$ cat src/rtl/knng_pkg.sv
package knng_pkg;

    localparam int MAX_POINTS     = 256;
    localparam int NEIGHBOR_COUNT = 3;
    localparam int COORD_BITS     = 16;

    localparam int IDX_BITS  = $clog2(MAX_POINTS);
    localparam int CNT_BITS  = $clog2(MAX_POINTS + 1);
    localparam int PT_BITS   = 3 * COORD_BITS;
    localparam int SQ_BITS   = 2 * COORD_BITS;
    localparam int SUM_BITS  = 2 * COORD_BITS + 2;
    localparam int DIST_BITS = (SUM_BITS > 64) ? 64 : SUM_BITS;

    localparam int OP_BITS = 2;
    localparam int ST_BITS = 2;
    localparam int IN_BITS = 16;
    localparam int QI_BITS = 8;
    localparam int NB_BITS = 8;
    localparam int PC_BITS = 9;

    localparam logic [OP_BITS-1:0] OP_CLEAR  = 2'd0;
    localparam logic [OP_BITS-1:0] OP_APPEND = 2'd1;
    localparam logic [OP_BITS-1:0] OP_QUERY  = 2'd2;

    localparam logic [ST_BITS-1:0] ST_OK    = 2'd0;
    localparam logic [ST_BITS-1:0] ST_FULL  = 2'd1;
    localparam logic [ST_BITS-1:0] ST_RANGE = 2'd2;
    localparam logic [ST_BITS-1:0] ST_FEW   = 2'd3;

    typedef struct packed {
        logic                valid;
        logic [IDX_BITS-1:0] idx;
    } t_tag;

    typedef struct packed {
        logic                 valid;
        logic [IDX_BITS-1:0]  idx;
        logic [DIST_BITS-1:0] dist_sq;
    } t_cand;

endpackage

$ cat src/rtl/knng_dist.sv
module knng_dist (
    input  logic                         i_clk,
    input  logic                         i_rst_n,
    input  logic                         i_load_query,
    input  logic [knng_pkg::PT_BITS-1:0] i_point,
    input  knng_pkg::t_tag               i_tag,
    output knng_pkg::t_cand              o_cand,
    output logic                         o_busy
);

    localparam int CB = knng_pkg::COORD_BITS;
    localparam int SQ = knng_pkg::SQ_BITS;
    localparam int SB = knng_pkg::SUM_BITS;
    localparam int DB = knng_pkg::DIST_BITS;

    logic [knng_pkg::PT_BITS-1:0] r_qry;
    logic signed [CB:0]           diff [3];
    logic [CB-1:0]                mag  [3];
    logic [CB-1:0]                r_mag [3];
    logic [SQ-1:0]                r_sq  [3];
    logic [SB-1:0]                sum_full;
    logic [DB-1:0]                dist_sat;
    logic [DB-1:0]                r_dist;
    knng_pkg::t_tag               r_tag1;
    knng_pkg::t_tag               r_tag2;
    knng_pkg::t_tag               r_tag3;

    always_comb begin
        for (int a = 0; a < 3; a++) begin
            diff[a] = (CB+1)'($signed(i_point[a*CB +: CB]))
                    - (CB+1)'($signed(r_qry[a*CB +: CB]));
            mag[a]  = diff[a][CB] ? CB'(-diff[a]) : CB'(diff[a]);
        end
    end

    assign sum_full = SB'(r_sq[0]) + SB'(r_sq[1]) + SB'(r_sq[2]);

    generate
        if (SB > DB) begin : g_sat
            assign dist_sat = (|sum_full[SB-1:DB]) ? '1 : sum_full[DB-1:0];
        end else begin : g_nosat
            assign dist_sat = sum_full;
        end
    endgenerate

    always_ff @(posedge i_clk) begin
        if (!i_rst_n) begin
            r_tag1.valid <= 1'b0;
            r_tag2.valid <= 1'b0;
            r_tag3.valid <= 1'b0;
        end else begin
            r_tag1 <= i_tag;
            r_tag2 <= r_tag1;
            r_tag3 <= r_tag2;
        end
    end

    always_ff @(posedge i_clk) begin
        if (i_load_query) begin
            r_qry <= i_point;
        end
        for (int a = 0; a < 3; a++) begin
            r_mag[a] <= mag[a];
            r_sq[a]  <= SQ'(r_mag[a]) * SQ'(r_mag[a]);
        end
        r_dist <= dist_sat;
    end

    assign o_cand.valid   = r_tag3.valid;
    assign o_cand.idx     = r_tag3.idx;
    assign o_cand.dist_sq = r_dist;
    assign o_busy         = i_tag.valid | r_tag1.valid | r_tag2.valid | r_tag3.valid;

endmodule

$ cat config.mk
export PLATFORM = sky130hd
export DESIGN_NAME = knng_dist
export DESIGN_NICKNAME = d
export VERILOG_FILES = /design/src/rtl/knng_pkg.sv /design/src/rtl/knng_dist.sv
export SDC_FILE = /design/constraint.sdc
export NUM_CORES = 2
export LEC_CHECK = 0
export BUFFER_PORTS_ARGS = -buffer_cell sky130_fd_sc_hd__buf_2
export CORE_UTILIZATION = 45
export DETAILED_ROUTE_END_ITERATION = 10
export GPL_TIMING_DRIVEN = 0
export PLACE_DENSITY = 0.69
export SLEW_MARGIN = 25
export SYNTH_ARGS = -nofsm -noshare
export SYNTH_HDL_FRONTEND = slang
export SYNTH_SLANG_ARGS = --single-unit
$ cat constraint.sdc
create_clock -name i_clk -period 6.7 [get_ports i_clk]
set_clock_uncertainty 0.15 [all_clocks]
set_input_delay 0.335 -clock i_clk [delete_from_list [all_inputs] [get_ports i_clk]]
set_output_delay 0.335 -clock i_clk [all_outputs]
set_load 0.01 [all_outputs]
==> reports/metrics.cfg <==
[outcome]
status = finished clean

[routing]
drtPass1Iterations = 5
ant_nets = 0
wl_per_cell_um = 15.6
first_iter_violations = 1253
viasPerCell = 4.99
drc = 0
via_count = 23100
wl_um = 71900

[timing]
final-setup-viol-count = 0
drv_slew = 0
fmax_mhz = 155
period_needed_ns = 6.47
tightest_slew_ns = 0.711
slew_headroom_pct = 52.6
hold_viol_final = 0
final.period_utilization_pct = 96.6

[placed_design]
port_buffers = 103
hpwl_um = 59500
place_area_um2 = 34400
place.gp.congestion = 0.902

[global_route]
grt_pass1_vias = 24100
gr-usage-all-layers_pct = 20.2
grt_pass1_wl_um = 120000
grt_max_degree = 49
grt-ovfl-total = 0
antenna_found_initial = 2

[cells_and_area]
stdcell_area_um2 = 36400
fill_cells = 6560
drive_above_1_share_pct = 8.60
seq_area_um2 = 5790
syn_to_final_growth_pct = 11.3
multi_input_area_um2 = 23700
fin_util_pct = 50.7
nets = 4615

[yosys]
synthTopCellsByCount = inv_1, fa_1, ha_1
syn_area_um2 = 32700
synth_cell_types = 85
dominantRegCellSynth = dfxtp_1
async_flop_share_pct = 0
ys_seq_elements = 250
synth.area.top_cells = fa_1, ha_1, dfxtp_1
synth.yosys.seq_area_share_pct = 17.5
synth-edff-count = 72
synth_top_cell_area_share_pct = 31.9
syn_avg_cell_area_um2 = 9.45
synth_top_cell_by_area = fa_1
yosysMostFrequentCell = inv_1
synthCells = 3459
ys_warn_count = 0

[job]
drv_cap = 0

[cts]
cts-root-buf = clkbuf_16
clk_path_buf_depth = 3
cts_tree = done
cts_max_level = 1
clk_latency_ns = 0.60
clk_pin_slew_ns = 0.07
cts.sink_count = 250
cts_buffers = 30

[critical_path]
critPathTopFamily = adder cells
rrSetupSlack_ns = 0.23
cp_cell_sequence = buf_2 > nand2_1 > fa_1 > fa_1 > inv_1 > fa_1 > fa_1 > fa_1 > inv_1 > fa_1 > inv_1 > ha_1 > a21oi_2 > o21ai_2 > a2111oi_2 > buf_4 > o21ai_4 > a31oi_2 > o21a_1 > o31ai_1 > a21oi_1 > xnor2_1
cp-start-kind = flip-flop
r2r.worst_path.cells = 22
cp_common_cell = fa_1
r2r_start = r_mag[0][22]$_DFF_P_
regToRegEndpoint = r_sq[0][61]$_DFF_P_
crit_path_top_delay_cell = fa_1
slowest_delay_ns = 0.56
path_depth = 22
cp.required_ns = 7.05
critical_path_arrival_ns = 6.82
critPathKind = reg2reg
endpoint_kind = flip-flop
crit_fanout = 10
path_buf_inv = 5

[die]
die_width_um = 271
die_area_um2 = 73700
rows = 98
core_um2 = 71700
dieHeight_um = 271
start_util_pct = 45.6
io_pins = 104

[hold_path]
hold_depth = 1
min_from = i_rst_n
hold_end = o_cand[37]$_DFFE_PP_
worstHoldPathType = in2reg

==> sequential cells by signal, indices dropped and copies added (netlist names) <==
register and cells:
r_qry 48, r_tag1 9, r_dist 34, r_mag 48, r_tag2 9, r_sq 93
o_cand 9
==> layout make-up <==
cell class | count | share of cell area, %
clock inverters | 15 | 0.423
inverters | 844 | 8.71
clock buffers | 40 | 2.31
diodes | 1 | 0.00688
plain buffers | 55 | 1.02
multi-input cells | 2306 | 65.2
repair buffers | 165 | 3.10
flip-flops and latches | 250 | 15.9
well taps | 950 | 3.27
==> metal layers <==
layer	global-route usage (%)	up-vias	part of all wire, %	wire, um
li1	-	11200	-	-
met1	27.7	11300	45	32700
met2	33.8	526	47	33600
met3	2.61	98	5.5	3990
met4	4.66	0	2.3	1640
met5	0	-	0	0
==> cells in the final DEF, fill, tap and decap left out, types with 31 or more instances in the layout <==
cell type / instances
ha_1: 377
inv_1: 843
dlygate4sd3_1: 57
clkbuf_16: 31
buf_2: 107
o21ai_0: 78
edfxtp_1: 72
dfxtp_1: 144
nor2_1: 147
nand3_1: 31
and2_1: 120
fa_1: 521
xnor2_1: 147
xor2_1: 55
nor3_1: 31
nand2_1: 283
a21o_1: 43
a21oi_1: 124
==> worst max-delay path by stage <==
stage / start / end / slack [ns]
global placement: r_mag[0][20]$_DFF_P_ / r_sq[0][63]$_DFF_P_ / -0.91
CTS: r_mag[0][33]$_DFF_P_ / r_sq[0][95]$_DFF_P_ / 0.00004
detailed placement: r_mag[0][20]$_DFF_P_ / r_sq[0][63]$_DFF_P_ / -1.01
floorplan: r_mag[0][4]$_DFF_P_ / r_sq[0][29]$_DFF_P_ / 0.44
finish: r_mag[0][22]$_DFF_P_ / r_sq[0][61]$_DFF_P_ / 0.23
global route: r_mag[0][18]$_DFF_P_ / r_sq[0][60]$_DFF_P_ / -0.02
==> what timing repair did <==
item / 4_1_cts / 5_1_grt
endpoints found under the setup margin: 28 / 19
pin swaps: 3 / 10
endpoints found under the hold margin: 59 / 0
hold buffers: 57 / 0
cloned: 0 / 0
buffers inserted: 2 / 3
gates resized for setup: 77 / 145
==> stage by stage <==
step           setup slack, ns  TNS, ns  hold WS, ns  instances
2_1_floorplan            0.440        0        0.204       3461
3_3_place_gp            -0.905    -9.86        0.250       4514
3_5_place_dp             -1.01   -11.19        0.256       4514
4_1_cts              0.0000382        0       0.0813       4625
5_1_grt                -0.0190  -0.0231        0.130       4625
6_report                 0.228        0       0.0987       4626
==> kinds of logic after synthesis <==
group | after synthesis | synth area share (%)
fa+ha+maj | 903 | 46.5
compound gates | 440 | 8.80
buf+inv | 905 | 10.4
other cells | 1 | 0.0115
simple gates | 748 | 10.9
xor+xnor | 204 | 5.51
flops | 250 | 17.5
mux | 8 | 0.302
Power is left out: the tool's default activity adds up to more than one toggle a clock period on the data nets, which glitch-free logic cannot reach.
