--- src/rtl/knng_pkg.sv ---
package knng_pkg;

    localparam int MAX_POINTS     = 256;
    localparam int NEIGHBOR_COUNT = 3;
    localparam int COORD_BITS     = 16;

    localparam int IDX_BITS  = $clog2(MAX_POINTS);
    localparam int CNT_BITS  = $clog2(MAX_POINTS + 1);
    localparam int PT_BITS   = 3 * COORD_BITS;
    localparam int SQ_BITS   = 2 * COORD_BITS;
    localparam int SUM_BITS  = 2 * COORD_BITS + 2;
    localparam int DIST_BITS = (SUM_BITS > 64) ? 64 : SUM_BITS;

    localparam int OP_BITS = 2;
    localparam int ST_BITS = 2;
    localparam int IN_BITS = 16;
    localparam int QI_BITS = 8;
    localparam int NB_BITS = 8;
    localparam int PC_BITS = 9;

    localparam logic [OP_BITS-1:0] OP_CLEAR  = 2'd0;
    localparam logic [OP_BITS-1:0] OP_APPEND = 2'd1;
    localparam logic [OP_BITS-1:0] OP_QUERY  = 2'd2;

    localparam logic [ST_BITS-1:0] ST_OK    = 2'd0;
    localparam logic [ST_BITS-1:0] ST_FULL  = 2'd1;
    localparam logic [ST_BITS-1:0] ST_RANGE = 2'd2;
    localparam logic [ST_BITS-1:0] ST_FEW   = 2'd3;

    typedef struct packed {
        logic                valid;
        logic [IDX_BITS-1:0] idx;
    } t_tag;

    typedef struct packed {
        logic                 valid;
        logic [IDX_BITS-1:0]  idx;
        logic [DIST_BITS-1:0] dist_sq;
    } t_cand;

endpackage

--- src/rtl/knng_rank.sv ---
module knng_rank (
    input  logic            i_clk,
    input  logic            i_rst_n,
    input  logic            i_clear,
    input  knng_pkg::t_cand i_cand,
    output logic [knng_pkg::NEIGHBOR_COUNT-1:0][knng_pkg::IDX_BITS-1:0] o_idx
);

    localparam int N = knng_pkg::NEIGHBOR_COUNT;

    logic [N-1:0]                                   r_valid;
    logic [N-1:0][knng_pkg::DIST_BITS-1:0]          r_dist;
    logic [N-1:0][knng_pkg::IDX_BITS-1:0]           r_idx;
    logic [N-1:0]                                   lt;
    logic [N-1:0]                                   take_new;
    logic [N-1:0]                                   take_prev;

    // A strict compare keeps the earlier, lower index ahead on equal distances.
    always_comb begin
        for (int k = 0; k < N; k++) begin
            lt[k] = !r_valid[k] || (i_cand.dist_sq < r_dist[k]);
        end
        take_new[0]  = lt[0];
        take_prev[0] = 1'b0;
        for (int k = 1; k < N; k++) begin
            take_new[k]  = lt[k] && !lt[k-1];
            take_prev[k] = lt[k] && lt[k-1];
        end
    end

    always_ff @(posedge i_clk) begin
        if (!i_rst_n) begin
            r_valid <= '0;
        end else if (i_clear) begin
            r_valid <= '0;
        end else if (i_cand.valid) begin
            r_valid[0] <= r_valid[0] | take_new[0];
            for (int k = 1; k < N; k++) begin
                if (take_new[k]) begin
                    r_valid[k] <= 1'b1;
                end else if (take_prev[k]) begin
                    r_valid[k] <= r_valid[k-1];
                end
            end
        end
    end

    always_ff @(posedge i_clk) begin
        if (i_cand.valid) begin
            if (take_new[0]) begin
                r_dist[0] <= i_cand.dist_sq;
                r_idx[0]  <= i_cand.idx;
            end
            for (int k = 1; k < N; k++) begin
                if (take_new[k]) begin
                    r_dist[k] <= i_cand.dist_sq;
                    r_idx[k]  <= i_cand.idx;
                end else if (take_prev[k]) begin
                    r_dist[k] <= r_dist[k-1];
                    r_idx[k]  <= r_idx[k-1];
                end
            end
        end
    end

    assign o_idx = r_idx;

endmodule

--- config.mk ---
export PLATFORM = sky130hd
export DESIGN_NAME = knng_rank
export DESIGN_NICKNAME = d
export VERILOG_FILES = /design/src/rtl/knng_pkg.sv /design/src/rtl/knng_rank.sv
export SDC_FILE = /design/constraint.sdc
export NUM_CORES = 1
export LEC_CHECK = 0
export ABC_AREA = 1
export BUFFER_PORTS_ARGS = -buffer_cell sky130_fd_sc_hd__buf_2
export CAP_MARGIN = 5
export CORE_UTILIZATION = 42
export DETAILED_ROUTE_END_ITERATION = 10
export MAX_ROUTING_LAYER = met4
export SKIP_CTS_REPAIR_TIMING = 1
export SLEW_MARGIN = 20
export SYNTH_ARGS = -nofsm -noshare
export SYNTH_HDL_FRONTEND = slang
export SYNTH_SLANG_ARGS = --single-unit
export TNS_END_PERCENT = 5
--- constraint.sdc ---
create_clock -name i_clk -period 12.4 [get_ports i_clk]
set_clock_uncertainty 0.15 [all_clocks]
set_input_delay 1.86 -clock i_clk [delete_from_list [all_inputs] [get_ports i_clk]]
set_output_delay 1.86 -clock i_clk [all_outputs]
set_load 0.03 [all_outputs]
==> metrics.md <==
| Metric | Value |
|---|---|
| First-pass DRT Iterations | `4` |
| Status | `complete, no violations` |
| Worst-path cell chain | `buf_2 -> ha_1 -> a21o_1 -> nor2_1 -> nand2_1 -> nand2_1 -> nand2_1 -> nor2_1 -> nand2_2 -> nand2_4 -> inv_4 -> nor2_4 -> buf_4` |
| EDFF count, synth | `around 130` |
| Setup CP Type | `in -> reg` |
| Worst Hold End | `r_dist[71]` |
| Number of global-route vias before repair | `5,817` |
| Met2 Track Usage GR | `0.343` |
| Total grt overflow | `0` |
| Syn nets | `1,027` |
| Die H | `140 microns` |
| Netlist cell types | `23` |
| PortBufs | `69` |
| Largest net degree at the start of global routing | `between 40 and 50` |
| CP Launch Type | `input port` |
| Fin nets | `1,089` |
| Die Area | `0.0195 sq mm` |
| Leak Pwr | `4.52 nW` |
| Yosys warns | `0` |
| Via/cell ratio | `5.08` |
| Top cell by count, worst path | `nand2_1` |
| Hold Fails Final Rpt | `0` |
| Starting DRT DRC Count | `343` |
| Post-DP HPWL | `11.8 mm` |
| Die width | `140 microns` |
| Row count | `50` |
| Dpl ws | `6.90 ns` |
| Worst Path Arrival | `roughly 5.0 ns` |
| Clock latency at the later pin of the worst-skew pair | `0.43 ns` |
| Footprint of the multi-input gates | `0.00343 sq mm` |
| Max_slew headroom | `0.274` |
| CTS Buffer Depth | `2` |
| CP max FO | `45` |
| F_max | `199 MHz` |
| Io pins | `70` |
| Synthesized instance count | `882` |
| Antenna cells | `0` |
| Htree depth | `4` |
| Required time worst endpoint | `around 12 ns` |
| CP delay by family, top | `simple AND/OR/NAND/NOR gates` |
| Met1 Usage GRT | `0.258` |
| Register area share after synthesis | `0.482` |
| Final TNS setup | `0 ns` |
| Reg2reg path depth | `10` |
| Least-Margin Pin Slew | `about 1.1 ns` |
| Worst reg2reg path endpoint | `r_dist[16]` |
| Final antenna-violating net count | `0` |
| Top FF cell, synth | `edfxtp_1` |
| Clock slew at reported path FFs | `0.06 ns` |
| RSZ-0062 raised after global routing | `false` |
| Clock Sinks | `129` |
| CTS tree | `yes` |
| Design area | `0.00907 sq mm` |
| Peak supply drop | `0.119 mV` |
| Worst R2R Setup Slack | `8.57 ns` |
| Area share of the largest cell type after synthesis | `0.475` |
| CP peak stage delay | `0.65 ns` |
| Critical path's slowest cell | `nor2_4` |
| Cts bufs inserted | `17` |
| Power Dens Cells | `137 mW/mm^2` |
| Total number of vias | `6,053` |
| M3 GR Usage | `0.0351` |
| Starting Density | `0.428` |
| Tcrit/Tclk final | `0.404` |
| Hold path start | `r_dist[37]` |
| Clock Tree Root | `clkbuf_16` |
| Leading post-synthesis cells by cell area | `edfxtp_1 (47%), ha_1 (16%), nand2_1 (13%), inv_1 (6.5%), nand4_1 (4.1%)` |
| Worst Slack Setup Final | `7.38 ns` |
| Type of the worst min-delay path | `reg -> reg` |
| Async SR Flop Fraction | `0` |
| First-pass GRT wire length | `~30 mm` |
| Layout cells sized above 1 | `0.119` |
| All-Layer GR Usage | `0.206` |
| Core Region | `~0.019 sq mm` |
| Initial antenna violation count | `0` |
| Hold Path Stages | `2` |
| FF+latch count, synth | `129` |
| Placement Cell Area | `0.00846 sq mm` |
| Yosys top cell by area | `edfxtp_1` |
| Global routing's busiest layer | `met2` |
| Reg area | `0.00384 sq mm` |
| Critical R2R Launch | `r_dist[17]` |
| CP bufs+invs | `3` |
| Maxcap violations | `0` |
| Fill cells | `approximately 1.8k` |
| Post-Synthesis Mean Instance Area | `between 9 and 10 sq um` |
| Drc violations | `0` |
| Layout area overhead | `13.8%` |
| Count of pins over their slew limit | `0` |
| Tmin final | `5.02 ns` |
| Routed wire length | `18.1 mm` |
| Cell area after synthesis | `about 0.008 sq mm` |
| Drt wl/cell | `15.2 microns` |
| Final Wtd Congestion | `around 0.81` |
| Crit path capture type | `flop` |
| Final setup violating endpoints | `0` |
## layout by cell type, fill, tap and decap left out
cell type	Yosys	final
nand3_1	54	54
clkinv_1	0	1
nor3b_1	1	1
inv_4	1	1
nand2_2	3	3
a21o_1	5	5
nand2_1	275	275
inv_6	0	1
nand2_4	2	2
a21oi_1	41	39
buf_2	8	69
bufinv_16	0	4
and2_0	1	1
a21oi_4	0	2
clkbuf_16	0	17
edfxtp_1	126	126
inv_1	138	138
nor2_1	38	37
buf_4	8	3
nor2_4	0	1
nand3_4	1	1
dfxtp_1	3	2
clkinvlp_4	0	4
o21ai_0	10	10
o21a_1	1	1
nand3b_1	2	2
clkinv_2	0	4
clkinv_4	0	1
nand4_1	52	52
dfxtp_2	0	1
ha_1	99	99
## stage by stage
step	instances	power, mW	hold slack, ns	utilization
2_1_floorplan	882	0.664	0.363	-
3_3_place_gp	1159	0.718	0.371	0.454
3_5_place_dp	1159	0.722	0.372	0.454
4_1_cts	1191	1.25	0.387	0.487
5_1_grt	1191	1.30	0.397	0.487
6_report	1191	1.24	0.384	0.487
## flip-flops by register name, indices dropped and copies added (netlist names)
register and flops:
o_idx 24, r_dist 102, r_valid 3
## tightest hold or removal path, stage by stage (launching register included)
cell and delay [ns]:
edfxtp_1 0.34, nand2_1 0.05, nand2_1 0.05
## power breakdown
group | internal [mW] | switching (mW) | leakage [nW] | total [mW]
combinational | 0.0596 | 0.119 | 2.97 | 0.178
clock | 0.334 | 0.193 | 0.292 | 0.527
sequential | 0.519 | 0.0153 | 1.26 | 0.534
total | 0.913 | 0.327 | 4.52 | 1.24
## cell type report
cell class | instances | area share
clock buffers | 17 | 0.0469
clock inverters | 15 | 0.0211
inverters | 139 | 0.0578
multi-input cells | 585 | 0.378
flip-flops and latches | 129 | 0.424
well taps | 234 | 0.0323
repair buffers | 72 | 0.0405
## worst max path at each step
| stage | startpoint | cells after the start | slack (ns) | endpoint |
|---|---|---|---|---|
| after global routing | i_cand[29] | 12 | 7.08 | r_dist[57] |
| after global placement | i_cand[33] | 12 | 6.94 | r_dist[45] |
| final | i_cand[25] | 13 | 7.38 | r_dist[57] |
| after CTS | i_cand[29] | 12 | 7.35 | r_dist[57] |
| after detailed placement | i_cand[29] | 12 | 6.90 | r_dist[49] |
| after floorplan | i_cand[31] | 9 | 6.82 | o_idx[0] |
## synth_stat cells, types with 8 or more instances
library cell  instances
nand2_1             275
a21oi_1              41
buf_2                 8
edfxtp_1            126
buf_4                 8
buf_6                 8
inv_1               138
ha_1                 99
nand4_1              52
nor2_1               38
o21ai_0              10
nand3_1              54
## cell families (layout without fill, tap and decap cells)
family / count (synthesis) / after routing / synth area share
buf+inv: 168 / 243 / 0.0920
flops: 129 / 129 / 0.482
fa+ha+maj: 99 / 99 / 0.155
simple gates: 429 / 429 / 0.233
compound gates: 57 / 57 / 0.0377
## metal layers
layer / share of wire / vias to the layer above
li1: - / 3087
met1: 0.46 / 2818
met2: 0.48 / 133
met3: 0.045 / 15
met4: 0.012 / 0
met5: 0 / -
Power figures use the tool's default switching activity.
